--- src/rtl/osa_pkg.sv ---
`timescale 1ns / 1ps
`default_nettype none

package osa_pkg;

	localparam int MAX_LEN   = 64;
	localparam int CNT_W     = $clog2(MAX_LEN + 1);
	localparam int IDX_W     = (MAX_LEN > 1) ? $clog2(MAX_LEN) : 1;
	localparam int VAL_W     = CNT_W;
	localparam int SYM_W     = 8;
	localparam int DIST_W    = 7;
	localparam int DIST_MAX  = 127;
	localparam int MAT_DEPTH = 3 * MAX_LEN;
	localparam int MAT_AW    = $clog2(MAT_DEPTH);

	typedef enum logic [1:0] {
		OP_APPEND_FIRST  = 2'd0,
		OP_APPEND_SECOND = 2'd1,
		OP_COMPUTE       = 2'd2
	} op_t;

	typedef enum logic [2:0] {
		ST_IDLE,
		ST_ROW_RD,
		ST_ROW_INIT,
		ST_CELL_RD,
		ST_CELL_WR,
		ST_DONE
	} state_t;

	typedef struct packed {
		logic [1:0]       operation;
		logic [SYM_W-1:0] symbol;
	} request_t;

	typedef struct packed {
		logic [DIST_W-1:0] distance;
		logic              overflow;
	} result_t;

	typedef struct packed {
		logic append;
		logic comp_init;
		logic row_init;
		logic cell_write;
		logic row_next;
		logic finish;
	} cmd_t;

	typedef struct packed {
		logic n1_zero;
		logic n2_zero;
		logic j_last;
		logic i_last;
	} status_t;

	function automatic logic [MAT_AW-1:0] row_base(input logic [1:0] sel);
		logic [MAT_AW-1:0] base;
		unique case (sel)
			2'd1:    base = MAT_AW'(MAX_LEN);
			2'd2:    base = MAT_AW'(2 * MAX_LEN);
			default: base = '0;
		endcase
		return base;
	endfunction

	function automatic logic [DIST_W-1:0] sat_dist(input logic [VAL_W-1:0] v);
		logic [DIST_W-1:0] d;
		if (32'(v) > 32'(DIST_MAX)) begin
			d = DIST_W'(DIST_MAX);
		end else begin
			d = DIST_W'(v);
		end
		return d;
	endfunction

endpackage

`default_nettype wire

--- src/rtl/osa_edit_distance.sv ---
// Channel   Signals                  Transfer rule
// request   start, busy, request     start high while busy low at a rising edge
// result    done, result             done high for one cycle, always taken
//
// Appends keep busy low. Compute goes straight to the done state when a string
// is empty; else each cell reads the matrix RAM and string RAM (registered read)
// and writes in the following cycle.
// Reset clears lengths, overflow and controller state; the RAMs need no clearing.
// The result cannot be stalled; done marks the single cycle it is valid.
`timescale 1ns / 1ps
`default_nettype none

module osa_edit_distance (
	input  wire logic             clk,
	input  wire logic             arst_n,
	input  wire logic             start,
	output      logic             busy,
	input  wire osa_pkg::request_t request,
	output      logic             done,
	output      osa_pkg::result_t  result
);

	osa_pkg::cmd_t    cmd;
	osa_pkg::status_t status;

	osa_ctrl u_ctrl (
		.clk       (clk),
		.arst_n    (arst_n),
		.start     (start),
		.operation (request.operation),
		.status    (status),
		.cmd       (cmd),
		.busy      (busy),
		.done      (done)
	);

	osa_dp u_dp (
		.clk     (clk),
		.arst_n  (arst_n),
		.request (request),
		.cmd     (cmd),
		.status  (status),
		.result  (result)
	);

endmodule

`default_nettype wire

--- src/rtl/osa_ram.sv ---
`timescale 1ns / 1ps
`default_nettype none

module osa_ram #(
	parameter  int WIDTH = 8,
	parameter  int DEPTH = 64,
	localparam int AW    = (DEPTH > 1) ? $clog2(DEPTH) : 1
) (
	input  wire logic             clk,
	input  wire logic             we,
	input  wire logic [AW-1:0]    waddr,
	input  wire logic [WIDTH-1:0] wdata,
	input  wire logic [AW-1:0]    raddr_a,
	output      logic [WIDTH-1:0] rdata_a,
	input  wire logic [AW-1:0]    raddr_b,
	output      logic [WIDTH-1:0] rdata_b
);

	logic [WIDTH-1:0] mem_q [DEPTH];

	always_ff @(posedge clk) begin
		if (we) begin
			mem_q[waddr] <= wdata;
		end
		rdata_a <= mem_q[raddr_a];
		rdata_b <= mem_q[raddr_b];
	end

endmodule

`default_nettype wire

--- src/rtl/osa_ctrl.sv ---
`timescale 1ns / 1ps
`default_nettype none

module osa_ctrl (
	input  wire logic            clk,
	input  wire logic            arst_n,
	input  wire logic            start,
	input  wire logic [1:0]      operation,
	input  wire osa_pkg::status_t status,
	output      osa_pkg::cmd_t    cmd,
	output      logic            busy,
	output      logic            done
);

	osa_pkg::state_t state_q;
	osa_pkg::state_t state_d;

	always_ff @(posedge clk or negedge arst_n) begin
		if (!arst_n) begin
			state_q <= osa_pkg::ST_IDLE;
		end else begin
			state_q <= state_d;
		end
	end

	always_comb begin
		state_d = state_q;
		cmd     = '0;
		busy    = 1'b1;
		done    = 1'b0;
		unique case (state_q)
			osa_pkg::ST_IDLE: begin
				busy = 1'b0;
				if (start) begin
					priority if (operation == osa_pkg::OP_APPEND_FIRST ||
							operation == osa_pkg::OP_APPEND_SECOND) begin
						cmd.append = 1'b1;
					end else if (operation == osa_pkg::OP_COMPUTE) begin
						if (status.n1_zero || status.n2_zero) begin
							state_d = osa_pkg::ST_DONE;
						end else begin
							cmd.comp_init = 1'b1;
							state_d       = osa_pkg::ST_ROW_RD;
						end
					end else begin
						state_d = osa_pkg::ST_IDLE;
					end
				end
			end
			osa_pkg::ST_ROW_RD: begin
				state_d = osa_pkg::ST_ROW_INIT;
			end
			osa_pkg::ST_ROW_INIT: begin
				cmd.row_init = 1'b1;
				state_d      = osa_pkg::ST_CELL_RD;
			end
			osa_pkg::ST_CELL_RD: begin
				state_d = osa_pkg::ST_CELL_WR;
			end
			osa_pkg::ST_CELL_WR: begin
				cmd.cell_write = 1'b1;
				if (!status.j_last) begin
					state_d = osa_pkg::ST_CELL_RD;
				end else if (status.i_last) begin
					state_d = osa_pkg::ST_DONE;
				end else begin
					cmd.row_next = 1'b1;
					state_d      = osa_pkg::ST_ROW_RD;
				end
			end
			osa_pkg::ST_DONE: begin
				cmd.finish = 1'b1;
				done       = 1'b1;
				state_d    = osa_pkg::ST_IDLE;
			end
			default: begin
				state_d = osa_pkg::ST_IDLE;
			end
		endcase
	end

endmodule

`default_nettype wire

--- src/rtl/osa_dp.sv ---
`timescale 1ns / 1ps
`default_nettype none

module osa_dp (
	input  wire logic             clk,
	input  wire logic             arst_n,
	input  wire osa_pkg::request_t request,
	input  wire osa_pkg::cmd_t     cmd,
	output      osa_pkg::status_t  status,
	output      osa_pkg::result_t  result
);

	localparam int CW = osa_pkg::CNT_W;
	localparam int IW = osa_pkg::IDX_W;
	localparam int VW = osa_pkg::VAL_W;
	localparam int SW = osa_pkg::SYM_W;
	localparam int AW = osa_pkg::MAT_AW;

	logic [CW-1:0] len1_q, len2_q, i_q, j_q;
	logic          ovf_q;
	logic [1:0]    cur_sel_q, prev_sel_q, prev2_sel_q;
	logic [SW-1:0] a_q, a2_q;
	logic [VW-1:0] left_q, diag_q;

	logic          we1, we2;
	logic [SW-1:0] s1_rd_a, s1_rd_b, s2_rd_a, s2_rd_b;
	logic [VW-1:0] mat_rd_a, mat_rd_b;
	logic [IW-1:0] col, col2;
	logic [AW-1:0] mat_waddr, mat_raddr_a, mat_raddr_b;

	logic [VW-1:0] up, p2, v;
	logic [VW:0]   c_up, c_left, c_diag, c_p2, m1, m2, m3;
	logic          swap_ok;

	assign we1 = cmd.append && request.operation == osa_pkg::OP_APPEND_FIRST &&
			32'(len1_q) < osa_pkg::MAX_LEN;
	assign we2 = cmd.append && request.operation == osa_pkg::OP_APPEND_SECOND &&
			32'(len2_q) < osa_pkg::MAX_LEN;

	assign col  = IW'(j_q - CW'(1));
	assign col2 = IW'(j_q - CW'(3));

	assign mat_waddr   = osa_pkg::row_base(cur_sel_q) + AW'(col);
	assign mat_raddr_a = osa_pkg::row_base(prev_sel_q) + AW'(col);
	assign mat_raddr_b = osa_pkg::row_base(prev2_sel_q) + AW'(col2);

	osa_ram #(.WIDTH(SW), .DEPTH(osa_pkg::MAX_LEN)) u_first (
		.clk     (clk),
		.we      (we1),
		.waddr   (IW'(len1_q)),
		.wdata   (request.symbol),
		.raddr_a (IW'(i_q - CW'(1))),
		.rdata_a (s1_rd_a),
		.raddr_b (IW'(i_q - CW'(2))),
		.rdata_b (s1_rd_b)
	);

	osa_ram #(.WIDTH(SW), .DEPTH(osa_pkg::MAX_LEN)) u_second (
		.clk     (clk),
		.we      (we2),
		.waddr   (IW'(len2_q)),
		.wdata   (request.symbol),
		.raddr_a (col),
		.rdata_a (s2_rd_a),
		.raddr_b (IW'(j_q - CW'(2))),
		.rdata_b (s2_rd_b)
	);

	osa_ram #(.WIDTH(VW), .DEPTH(osa_pkg::MAT_DEPTH)) u_matrix (
		.clk     (clk),
		.we      (cmd.cell_write),
		.waddr   (mat_waddr),
		.wdata   (v),
		.raddr_a (mat_raddr_a),
		.rdata_a (mat_rd_a),
		.raddr_b (mat_raddr_b),
		.rdata_b (mat_rd_b)
	);

	always_comb begin
		up = (i_q == CW'(1)) ? VW'(j_q) : mat_rd_a;
		priority if (j_q == CW'(2)) begin
			p2 = VW'(i_q - CW'(2));
		end else if (i_q == CW'(2)) begin
			p2 = VW'(j_q - CW'(2));
		end else begin
			p2 = mat_rd_b;
		end
		swap_ok = (i_q > CW'(1)) && (j_q > CW'(1)) &&
				(a_q == s2_rd_b) && (a2_q == s2_rd_a);
		c_up   = {1'b0, up} + (VW+1)'(1);
		c_left = {1'b0, left_q} + (VW+1)'(1);
		c_diag = {1'b0, diag_q} + (VW+1)'(a_q != s2_rd_a);
		c_p2   = {1'b0, p2} + (VW+1)'(1);
		m1 = (c_up < c_left) ? c_up : c_left;
		m2 = (c_diag < m1) ? c_diag : m1;
		m3 = (swap_ok && c_p2 < m2) ? c_p2 : m2;
		v  = VW'(m3);
	end

	always_ff @(posedge clk or negedge arst_n) begin
		if (!arst_n) begin
			len1_q      <= '0;
			len2_q      <= '0;
			ovf_q       <= 1'b0;
			i_q         <= '0;
			j_q         <= '0;
			cur_sel_q   <= 2'd1;
			prev_sel_q  <= 2'd0;
			prev2_sel_q <= 2'd2;
		end else begin
			if (cmd.append) begin
				priority if (we1) begin
					len1_q <= len1_q + CW'(1);
				end else if (we2) begin
					len2_q <= len2_q + CW'(1);
				end else begin
					ovf_q <= 1'b1;
				end
			end
			if (cmd.comp_init) begin
				i_q         <= CW'(1);
				cur_sel_q   <= 2'd1;
				prev_sel_q  <= 2'd0;
				prev2_sel_q <= 2'd2;
			end
			if (cmd.row_init) begin
				j_q <= CW'(1);
			end else if (cmd.cell_write) begin
				j_q <= j_q + CW'(1);
			end
			if (cmd.row_next) begin
				i_q         <= i_q + CW'(1);
				cur_sel_q   <= prev2_sel_q;
				prev_sel_q  <= cur_sel_q;
				prev2_sel_q <= prev_sel_q;
			end
			if (cmd.finish) begin
				len1_q <= '0;
				len2_q <= '0;
				ovf_q  <= 1'b0;
			end
		end
	end

	always_ff @(posedge clk) begin
		if (cmd.row_init) begin
			a_q    <= s1_rd_a;
			a2_q   <= s1_rd_b;
			left_q <= VW'(i_q);
			diag_q <= VW'(i_q - CW'(1));
		end else if (cmd.cell_write) begin
			left_q <= v;
			diag_q <= up;
		end
	end

	assign status.n1_zero = (len1_q == '0);
	assign status.n2_zero = (len2_q == '0);
	assign status.j_last  = (j_q == len2_q);
	assign status.i_last  = (i_q == len1_q);

	always_comb begin
		priority if (len1_q == '0) begin
			result.distance = osa_pkg::sat_dist(VW'(len2_q));
		end else if (len2_q == '0) begin
			result.distance = osa_pkg::sat_dist(VW'(len1_q));
		end else begin
			result.distance = osa_pkg::sat_dist(left_q);
		end
		result.overflow = ovf_q;
	end

endmodule

`default_nettype wire
--- config.mk ---
export PLATFORM = sky130hd
export DESIGN_NAME = osa_edit_distance
export DESIGN_NICKNAME = d
export VERILOG_FILES = /design/src/rtl/osa_pkg.sv /design/src/rtl/osa_edit_distance.sv /design/src/rtl/osa_ram.sv /design/src/rtl/osa_ctrl.sv /design/src/rtl/osa_dp.sv
export SDC_FILE = /design/constraint.sdc
export NUM_CORES = 2
export LEC_CHECK = 0
export BUFFER_PORTS_ARGS = -buffer_cell sky130_fd_sc_hd__buf_2
export CAP_MARGIN = 20
export CORE_ASPECT_RATIO = 0.9
export CORE_MARGIN = 3
export CORE_UTILIZATION = 55
export CTS_BUF_LIST = sky130_fd_sc_hd__clkbuf_2
export CTS_CLUSTER_SIZE = 25
export DETAILED_ROUTE_END_ITERATION = 6
export GPL_TIMING_DRIVEN = 0
export PLACE_DENSITY = 0.71
export SYNTH_ARGS = -nofsm -noshare
export SYNTH_HDL_FRONTEND = slang
export SYNTH_SLANG_ARGS = --single-unit
--- constraint.sdc ---
create_clock -name clk -period 40.7 [get_ports clk]
set_input_delay 2.035 -clock clk [delete_from_list [all_inputs] [get_ports clk]]
set_output_delay 2.035 -clock clk [all_outputs]
set_load 0.02 [all_outputs]
==> metrics list <==
* Compound-gate portion of the synthesized area: 0.01786
* Setup-failing EPs final: 0
* CTS tree: built
- In this run the vertical extent of the chip is between 400 and 500 microns.
* Final critical path time including I/O delays and setup: around 12000 ps
* Half-perimeter wire length after placement: approximately 290000 microns
- Number of synthesized register bits: about 2500
- Buffers added on ports: 21
- The later pin in the worst-skew pair is clocked with a latency of about 2100 ps.
- Across every metal layer, demand over resource in global routing totals 0.3785.
- For this block, the initial DRC count from the detailed router was 13408.
- Post-Place Worst Slack: 29200 ps
- Post-route clock period utilization: 0.2933
- Detailed-route vias per instance: 7.471
* Number of antenna violations at the first check in global routing: 30
- Counting flops with a built-in enable in the synthesized netlist gives 2398.
- Arrival time at the worst endpoint: between 10000 and 15000 ps
* Max_cap viols: 0
* Core ar.: between 0.2 and 0.25 sq mm
- Final Hold Fails: 0
- Layout overhead on the synthesized area: 9.236%
* Maximum level of the CTS H-tree: 6
* Netlist cell types: 73
- For the worst setup path, the data required time is 42340 ps.
- Top achievable clock speed: 83.77 MHz
- The net count of the finished layout is 6669.
* Post-Synth XOR/XNOR Area: 0.007045
- The number of setup buffers added after CTS is 0.
* Adder and majority gate portion of the synthesized area: 0.005246
- In the post-route analysis, the smallest setup slack over all paths is around 29000 ps.
* Synth Net Count: between 5000 and 6000
- Slew of the pin with the lowest slew margin: 1416 ps
* Multi-input logic area: ~0.041 sq mm
* Remaining number of nets flagged by the antenna check after routing: 0
* Outcome: complete, no violations
* Slowest cell on the critical path: clkbuf_1
* Worst IR drop on VDD: between 150 and 200 uV
- The die covers ~0.22 sq mm.
- Routability-driven placement finished with a final weighted congestion of roughly 1.1.
- Yosys printed 0 warnings.
- Of the total synthesized cell area, the portion taken by AND, OR, NAND and NOR gates is 0.03435.
- Counting every instance in the synthesized netlist gives ~6000.
* Pin count of the biggest net entering global routing: 100
* CTS buffer count: around 630
- The number of global-route vias before repair was 71290.
- Wire length of the first global-routing pass: 563800 microns
- Number of buffers on the longest clock path: 4
* Crit-path max cell delay: approximately 860 ps
- FP Rows: about 160
- By instance count, the cell type seen most on the critical path is ha_1.
- Setup repair after global routing left no endpoint under its margin.
- A synthesized cell averages between 15 and 20 sq um.
- Routed WL per cell: roughly 42 microns
- Power, Total: around 12000 uW
* Async set or reset register ratio after synthesis: 0.01531
* Worst relative slew slack: 0.05571
- Worst min-delay path class: in2async
* Total detailed-routing wirelength: 412900 microns
- Type of the setup path with the least slack: reg2reg
* Type of origin of the critical path: flip-flop
- The biggest area contributor in the post-synthesis netlist is edfxtp_1.
- 23 I/O pins were placed.
* Register Area: about 0.074 sq mm
- Of the post-synthesis cell area, the dominant cell type holds 0.6162.
* Synth top area cells: edfxtp_1 (62%), mux4_2 (28%), nor2_1 (1.3%), nand2_1 (0.83%), dfxtp_1 (0.79%)
* Number of vias in the routed layout: ~74000
- Setup TNS: 0 ps
- Of all nets on the critical path, the largest fanout is just under 70.
- The cell area that synthesis handed to floorplanning was 0.1169 sq mm.
- Top_reg_cell synth: edfxtp_1
- The share of the Yosys chip area taken by registers is 0.6323.
- Remaining global-route overflow: 0
- Portion of netlist area occupied by mux cells: 0.2848
* Die X: between 400 and 500 microns
- Initial core utilization: 0.5568
- In this run the critical register-to-register path is launched from u_dp.i_q[1]$_DFFE_PN0P_.
- Fillers: roughly 15000
- The max-slew violation count came to 0.
* CP startpoint: u_dp.i_q[1]$_DFFE_PN0P_
- The worst setup path is captured at a flip-flop.
- Power density cells: approximately 97 mW/mm^2
- Clock root buffer: clkbuf_2
- The tree built by TritonCTS fans out to between 2000 and 2500 sinks.
- The analysis attributes to cell leakage a power of 0.04178 uW.
- Worst clock skew: 209.6 ps
- Clk pin slew, worst setup/hold paths: ~110 ps
- Share of layout cells above drive strength 1: 0.3928
- Dominant combinational cell family by area after synthesis: multiplexers
- After detailed routing, the number of remaining DRC violations is 0.
- Before antenna repair, the detailed router went through 7 iterations.
==> through the flow <==
stage,utilization,instances,hold slack (ps),area (sq um)
after floorplan,-,5850,385.5,116900
after global placement,0.5741,8688,389.5,120500
after detailed placement,0.5821,8771,390.2,122200
after CTS,0.6067,9816,59.81,127300
after global routing,0.6081,9846,243.0,127600
final,0.6082,9853,362.0,127700
==> routing by layer <==
| layer | up-vias | GRT usage | part of all wire |
|---|---|---|---|
| met1 | 38341 | 0.5186 | 0.35 |
| li1 | 26967 | - | - |
| met3 | 1146 | 0.1923 | 0.18 |
| met5 | - | 0.007692 | 0.0011 |
| met4 | 34 | 0.1646 | 0.049 |
| met2 | 7119 | 0.5108 | 0.42 |
==> cell families (layout without fill, tap and decap cells) <==
| family | Yosys count | count (layout) |
|---|---|---|
| DFF | 2482 | 2482 |
| and+or+nand+nor | 918 | 918 |
| buffers and inverters | 483 | 1652 |
| muxes | 1512 | 1512 |
| xor gates and xnor gates | 94 | 94 |
| AOI/OAI and AO/OA | 312 | 312 |
| adders and majority gates | 49 | 49 |
| other | 0 | 17 |
==> state kept, by name (all words and copies together) (netlist names), 3 cells and up <==
name / count
u_dp.u_second.rdata_a: 8
u_dp.diag_q: 7
u_dp.left_q: 7
u_dp.u_first.mem_q: 512
u_dp.u_matrix.mem_q: 1344
u_dp.a2_q: 8
u_ctrl.state_q: 3
u_dp.u_matrix.rdata_a: 7
u_dp.u_first.rdata_a: 8
u_dp.j_q: 7
u_dp.u_first.rdata_b: 8
u_dp.u_second.rdata_b: 8
u_dp.len1_q: 7
u_dp.i_q: 7
u_dp.a_q: 8
u_dp.len2_q: 7
u_dp.u_second.mem_q: 512
u_dp.u_matrix.rdata_b: 7
==> report_power, final <==
group	internal, uW	leakage [uW]	switching [uW]
Combinational	2020	0.0153	4330
Sequential	4390	0.0224	45.4
Clock	598	0.00405	1050
Total	7010	0.0418	5420
==> synthesized netlist by cell type (4+ instances only) <==
master    instances
a21o_1            8
buf_6             8
nand3b_1          6
ha_1             49
clkbuf_1        228
nor4_1            9
inv_1            32
buf_4            24
a31oi_1          25
dfxtp_1          46
and2_1            5
a21oi_1          73
nand3_1          95
o21ai_0          51
a22oi_1          69
or2_2             6
edfxtp_1       2398
or3_1            13
or3b_2            7
nand2_1         258
nand2b_1          5
or4_1             4
nand4_1          28
mux2_2           15
nor2_1          405
a211oi_1         24
dfrtp_1          36
nor3_1           21
o41ai_1           5
and3_1           13
nor2b_1          25
mux4_2         1449
a221o_1          10
buf_2           152
xor2_1           59
o31ai_1          10
nor3b_1           5
mux2i_1          48
buf_1            39
xnor2_1          35
==> cells in the final DEF, fill, tap and decap left out, types with 10 or more instances in the layout <==
cell / n
mux4_2: 1449
inv_1: 32
edfxtp_1: 2398
dfrtp_1: 36
clkinv_2: 20
xor2_1: 57
ha_1: 49
nand3_1: 95
a31oi_1: 25
dfxtp_1: 46
xnor2_1: 34
clkinv_1: 125
nor2_1: 404
buf_2: 169
nor2b_1: 25
a22oi_1: 69
buf_8: 49
buf_16: 27
a211oi_1: 24
buf_4: 36
nor3_1: 21
o21ai_0: 51
clkbuf_2: 898
nand4_1: 28
mux2i_1: 48
and3_1: 13
nand2_1: 254
mux2_2: 15
diode_2: 17
clkbuf_1: 200
a21oi_1: 73
inv_2: 20
buf_6: 20
buf_1: 37
or3_1: 13
a221o_1: 10
==> what timing repair did <==
item	4_1_cts	5_1_grt
endpoints found under the hold margin	0	3
gates resized for setup	0	0
setup endpoints to repair	0	0
hold buffers	0	1
==> path summary, 6_finish.rpt <==
kind,end,cells past startpoint,slack [ps]
max,u_dp.u_matrix.mem_q[140][6]$_DFFE_PP_,39,28760
min,u_dp.len2_q[2]$_DFFE_PN0P_,2,360
max reg2reg,u_dp.u_matrix.mem_q[140][6]$_DFFE_PP_,39,28760
min reg2reg,u_dp.a2_q[3]$_DFFE_PP_,0,410
max in group asynchronous,u_dp.cur_sel_q[0]$_DFFE_PN1P_,3,39780
min in group clk,u_dp.a2_q[3]$_DFFE_PP_,0,410
==> worst max-delay path, delay by kind of cell (launching register included) <==
family / cells / cell delay (ps)
and+or+nand+nor: 16 / 4020
buffers and inverters: 7 / 2770
AOI/OAI and AO/OA: 8 / 2000
adders and majority gates: 5 / 1500
muxes: 2 / 590
DFF: 1 / 430
xor gates and xnor gates: 1 / 130
==> cell type report <==
class / count / area share
Inverter: 32 / 0.0009410
Clock inverter: 175 / 0.006381
Clock buffer: 870 / 0.03411
Timing Repair Buffer: 124 / 0.01517
Buffer: 451 / 0.01622
Antenna cell: 17 / 0.0003333
Multi-Input combinational cell: 2885 / 0.3204
Tap cell: 2817 / 0.02761
Sequential cell: 2482 / 0.5788
Power figures use the tool's default switching activity.
